### config.mk
export PLATFORM = sky130hd
export DESIGN_NAME = aepr_ram
export DESIGN_NICKNAME = d
export VERILOG_FILES = /design/src/rtl/aepr_ram.sv
export SDC_FILE = /design/constraint.sdc
export NUM_CORES = 1
export LEC_CHECK = 0
export BUFFER_PORTS_ARGS = -buffer_cell sky130_fd_sc_hd__buf_2
export CAP_MARGIN = 15
export CORE_UTILIZATION = 40
export DETAILED_ROUTE_END_ITERATION = 8
export GPL_ROUTABILITY_DRIVEN = 0
export GPL_TIMING_DRIVEN = 0
export PLACE_DENSITY = 0.59
export SETUP_SLACK_MARGIN = 0.1
export SLEW_MARGIN = 15
export SYNTH_ARGS = -nofsm -noshare
export SYNTH_HDL_FRONTEND = slang
export SYNTH_SLANG_ARGS = --single-unit
### constraint.sdc
create_clock -name clk_i -period 2.8 [get_ports clk_i]
set_input_delay 0.28 -clock clk_i [delete_from_list [all_inputs] [get_ports clk_i]]
set_output_delay 0.28 -clock clk_i [all_outputs]
set_load 0.03 [all_outputs]
### src/rtl/aepr_ram.sv
module aepr_ram #(
  parameter int Width = 8,
  parameter int Depth = 16
) (
  input  logic                                          clk_i,
  input  logic                                          we_i,
  input  logic [((Depth > 1) ? $clog2(Depth) : 1)-1:0]  waddr_i,
  input  logic [Width-1:0]                              wdata_i,
  input  logic                                          re_i,
  input  logic [((Depth > 1) ? $clog2(Depth) : 1)-1:0]  raddr_i,
  output logic [Width-1:0]                              rdata_o
);
  logic [Width-1:0] mem_q [Depth];
  logic [Width-1:0] rdata_q;

  // One write port, one registered read port (read holds when not enabled)
  always_ff @(posedge clk_i) begin
    if (we_i) begin
      mem_q[waddr_i] <= wdata_i;
    end
    if (re_i) begin
      rdata_q <= mem_q[raddr_i];
    end
  end

  assign rdata_o = rdata_q;
endmodule

==> reports/qor.txt <==
CTS root buffer - clkbuf_16
Register area share after synthesis - 78.1%
Post-synth EDFFs - 136
Core Area - 12700 sq um
Clock buffer depth - 2
Period minus WS final - 1630 ps
Commonest cells after routing, fill and taps aside - 136 x edfxtp_1, 28 x buf_2, 18 x mux4_2, 17 x clkbuf_16, 16 x a22oi_1
P_sw - 0.948 mW
RSZ-0062 raised after global routing - no
PortBufs - 25
H-Tree Level Count - 4
CP Class - reg -> reg
Crit Path Max Fanout - 1
Vias in the first global route - 2500
Most common cell after layout, fill and taps aside - edfxtp_1
Worst-path cell chain - mux4_1 -> a22oi_1 -> nand2_1
Nets - 292
Critical path arrival - 1770 ps
Final max-slew violation count - 0
Clk Latency, worst-skew pair - 420 ps
Fmax - 614 MHz
Reg power frac - 47.0%
Pre-antenna DRT Iters - 4
Top Family by Delay on Critical Path - multiplexers
Clk slew on worst S/H paths - 50 ps
Avg Cell Area, Syn - 22.8 sq um
Peak supply drop - 0.000329 V
Num CTS Buffers - 17
Post-detail-place hpwl - 6200 um
Wire per inst - 21.5 um
Leading post-synthesis cells by cell area - edfxtp_1 78%, mux4_2 7.8%, mux4_1 7.0%
Leak pwr - 2.06 nW
#FFs+latches synth - 136
Power per cell area - 788 nW/um^2
Gr usage total - 16.6%
Placement Rows - 41
Nature of the critical path endpoint - register
Critical path startpoint category - register
Clock skew - 6.16 ps
Synth-to-Final Area Change - 19.1%
Top Ports - 27
Vias per inst - 5.23
Syn_nets - 248
Cell Area, Placed - 5590 sq um
First-pass GRT wire length - 15000 um
Max_slew headroom - 43.8%
Setup Fix Bufs, Post-CTS - 0
Largest net degree at the start of global routing - 17
Initial drt markers - 162
Initial antenna violation count - 0
YS warnings - 0
WL final - 9870 um
Slowest stage delay, CP - 550 ps
Mapped Cells - 229
Mapped cell area - 5230 sq um
# clock sinks - 136
DRC viols - 0
Setup total negative slack - 0 ps
# hold bufs at CTS - 0
Final Cell Area - 6220 sq um
Starting Density - 41.3%
DIE AREA - 13500 sq um
Layout cells sized above 1 - 30.1%
Final antenna-violating net count - 0
Critical path's slowest cell - mux4_1
Worst-Margin Slew - 839 ps
Post-synth top flop - edfxtp_1
P_int - 3.96 mW
Final worst-path cycle share - 58.2%
Ant. Diodes - 0
Final setup viols - 0
Yosys top cell by area - edfxtp_1
CTS-repair resized insts - 0
Via count - 2396
FFs w/ async S/R, synth - 0%
Yosys cell types - 18
Final hold violation count - 0
DIE HEIGHT - 116 um
GR Overflow Total - 0
Clock network power share - 48.2%
CTS tree - yes
WP data required - 2940 ps
Switching share of total power - 19.3%
Max-cap violations - 0
Logic pwr share - 4.8%
Top cell type's share of synthesized area - 78.1%
Status - finished, final reports clean
Worst min path class - in -> reg
Die X-Extent - 116 um
CP Buf/Inv Count - 0
Yosys cell counts, types with 2 or more instances:
cell type / n
nand3b_1: 2
nand2b_1: 2
edfxtp_1: 136
nor3_1: 4
buf_2: 3
mux4_2: 18
mux4_1: 14
nand2_1: 9
a22oi_1: 16
buf_6: 3
nor2_1: 13
clkdlybuf4s25_2: 3
flip-flops by register name (all words and copies together) (netlist names):
name,cells
mem_q,128
rdata_o,8
layout make-up:
class | count | area, sq um
timing repair buffer | 25 | 125
buffer | 10 | 86.3
multi-input combinational | 83 | 1080
sequential | 136 | 4080
fill | 1036 | 6450
tap | 172 | 215
clock buffer | 19 | 433
clock inverter | 13 | 203
worst register-to-register path, cell delays in order (launching register included):
cell,delay (ps)
edfxtp_1,360
mux4_1,550
a22oi_1,320
nand2_1,140
metal layers:
layer	vias up	GRT usage, %	part of all wire, %	wire (um)
met3	21	4.72	4.9	483
met2	79	24.2	47	4670
li1	1065	-	-	-
met1	1231	23.1	46	4520
met4	0	7.78	2.0	201
met5	-	0	0	0
path summary, 6_finish.rpt:
kind | startpoint | slack [ps] | depth (start not counted) | endpoint
worst max-delay path | mem_q[6][0]$_DFFE_PP_ | 1170 | 3 | rdata_o[0]$_DFFE_PP_
worst min-delay path | re_i | 200 | 1 | rdata_o[6]$_DFFE_PP_
worst max register to register | mem_q[6][0]$_DFFE_PP_ | 1170 | 3 | rdata_o[0]$_DFFE_PP_
worst min register to register | mem_q[11][2]$_DFFE_PP_ | 760 | 3 | rdata_o[2]$_DFFE_PP_
power groups by stage:
stage	Combinational [mW]	Sequential [mW]	Clock, mW
final	0.236	2.30	2.36
after global routing	0.254	2.31	2.48
after CTS	0.240	2.30	2.39
after detailed placement	0.239	2.35	0
after global placement	0.232	2.34	0
after floorplan	0.116	2.37	0
metrics by stage:
step                total power [mW]  hold WS (ps)  std cells  setup slack (ps)  utilization [%]
floorplan                       2.48           379        229              1030                -
detailed placement              2.59           623        426               774             44.1
CTS                             4.93           195        458              1170             49.1
global route                    5.05           196        458              1160             49.1
global placement                2.58           612        426               434             43.9
finish                          4.90           200        458              1170             49.1
kinds of logic (layout without fill, tap and decap cells):
kind of cell | count (synthesis) | in the layout | synth area share (%)
simple gates | 35 | 35 | 3.14
buf+inv | 10 | 67 | 1.65
compound gates | 16 | 16 | 2.30
flops | 136 | 136 | 78.1
mux | 32 | 32 | 14.8
Power figures use the tool's default switching activity.
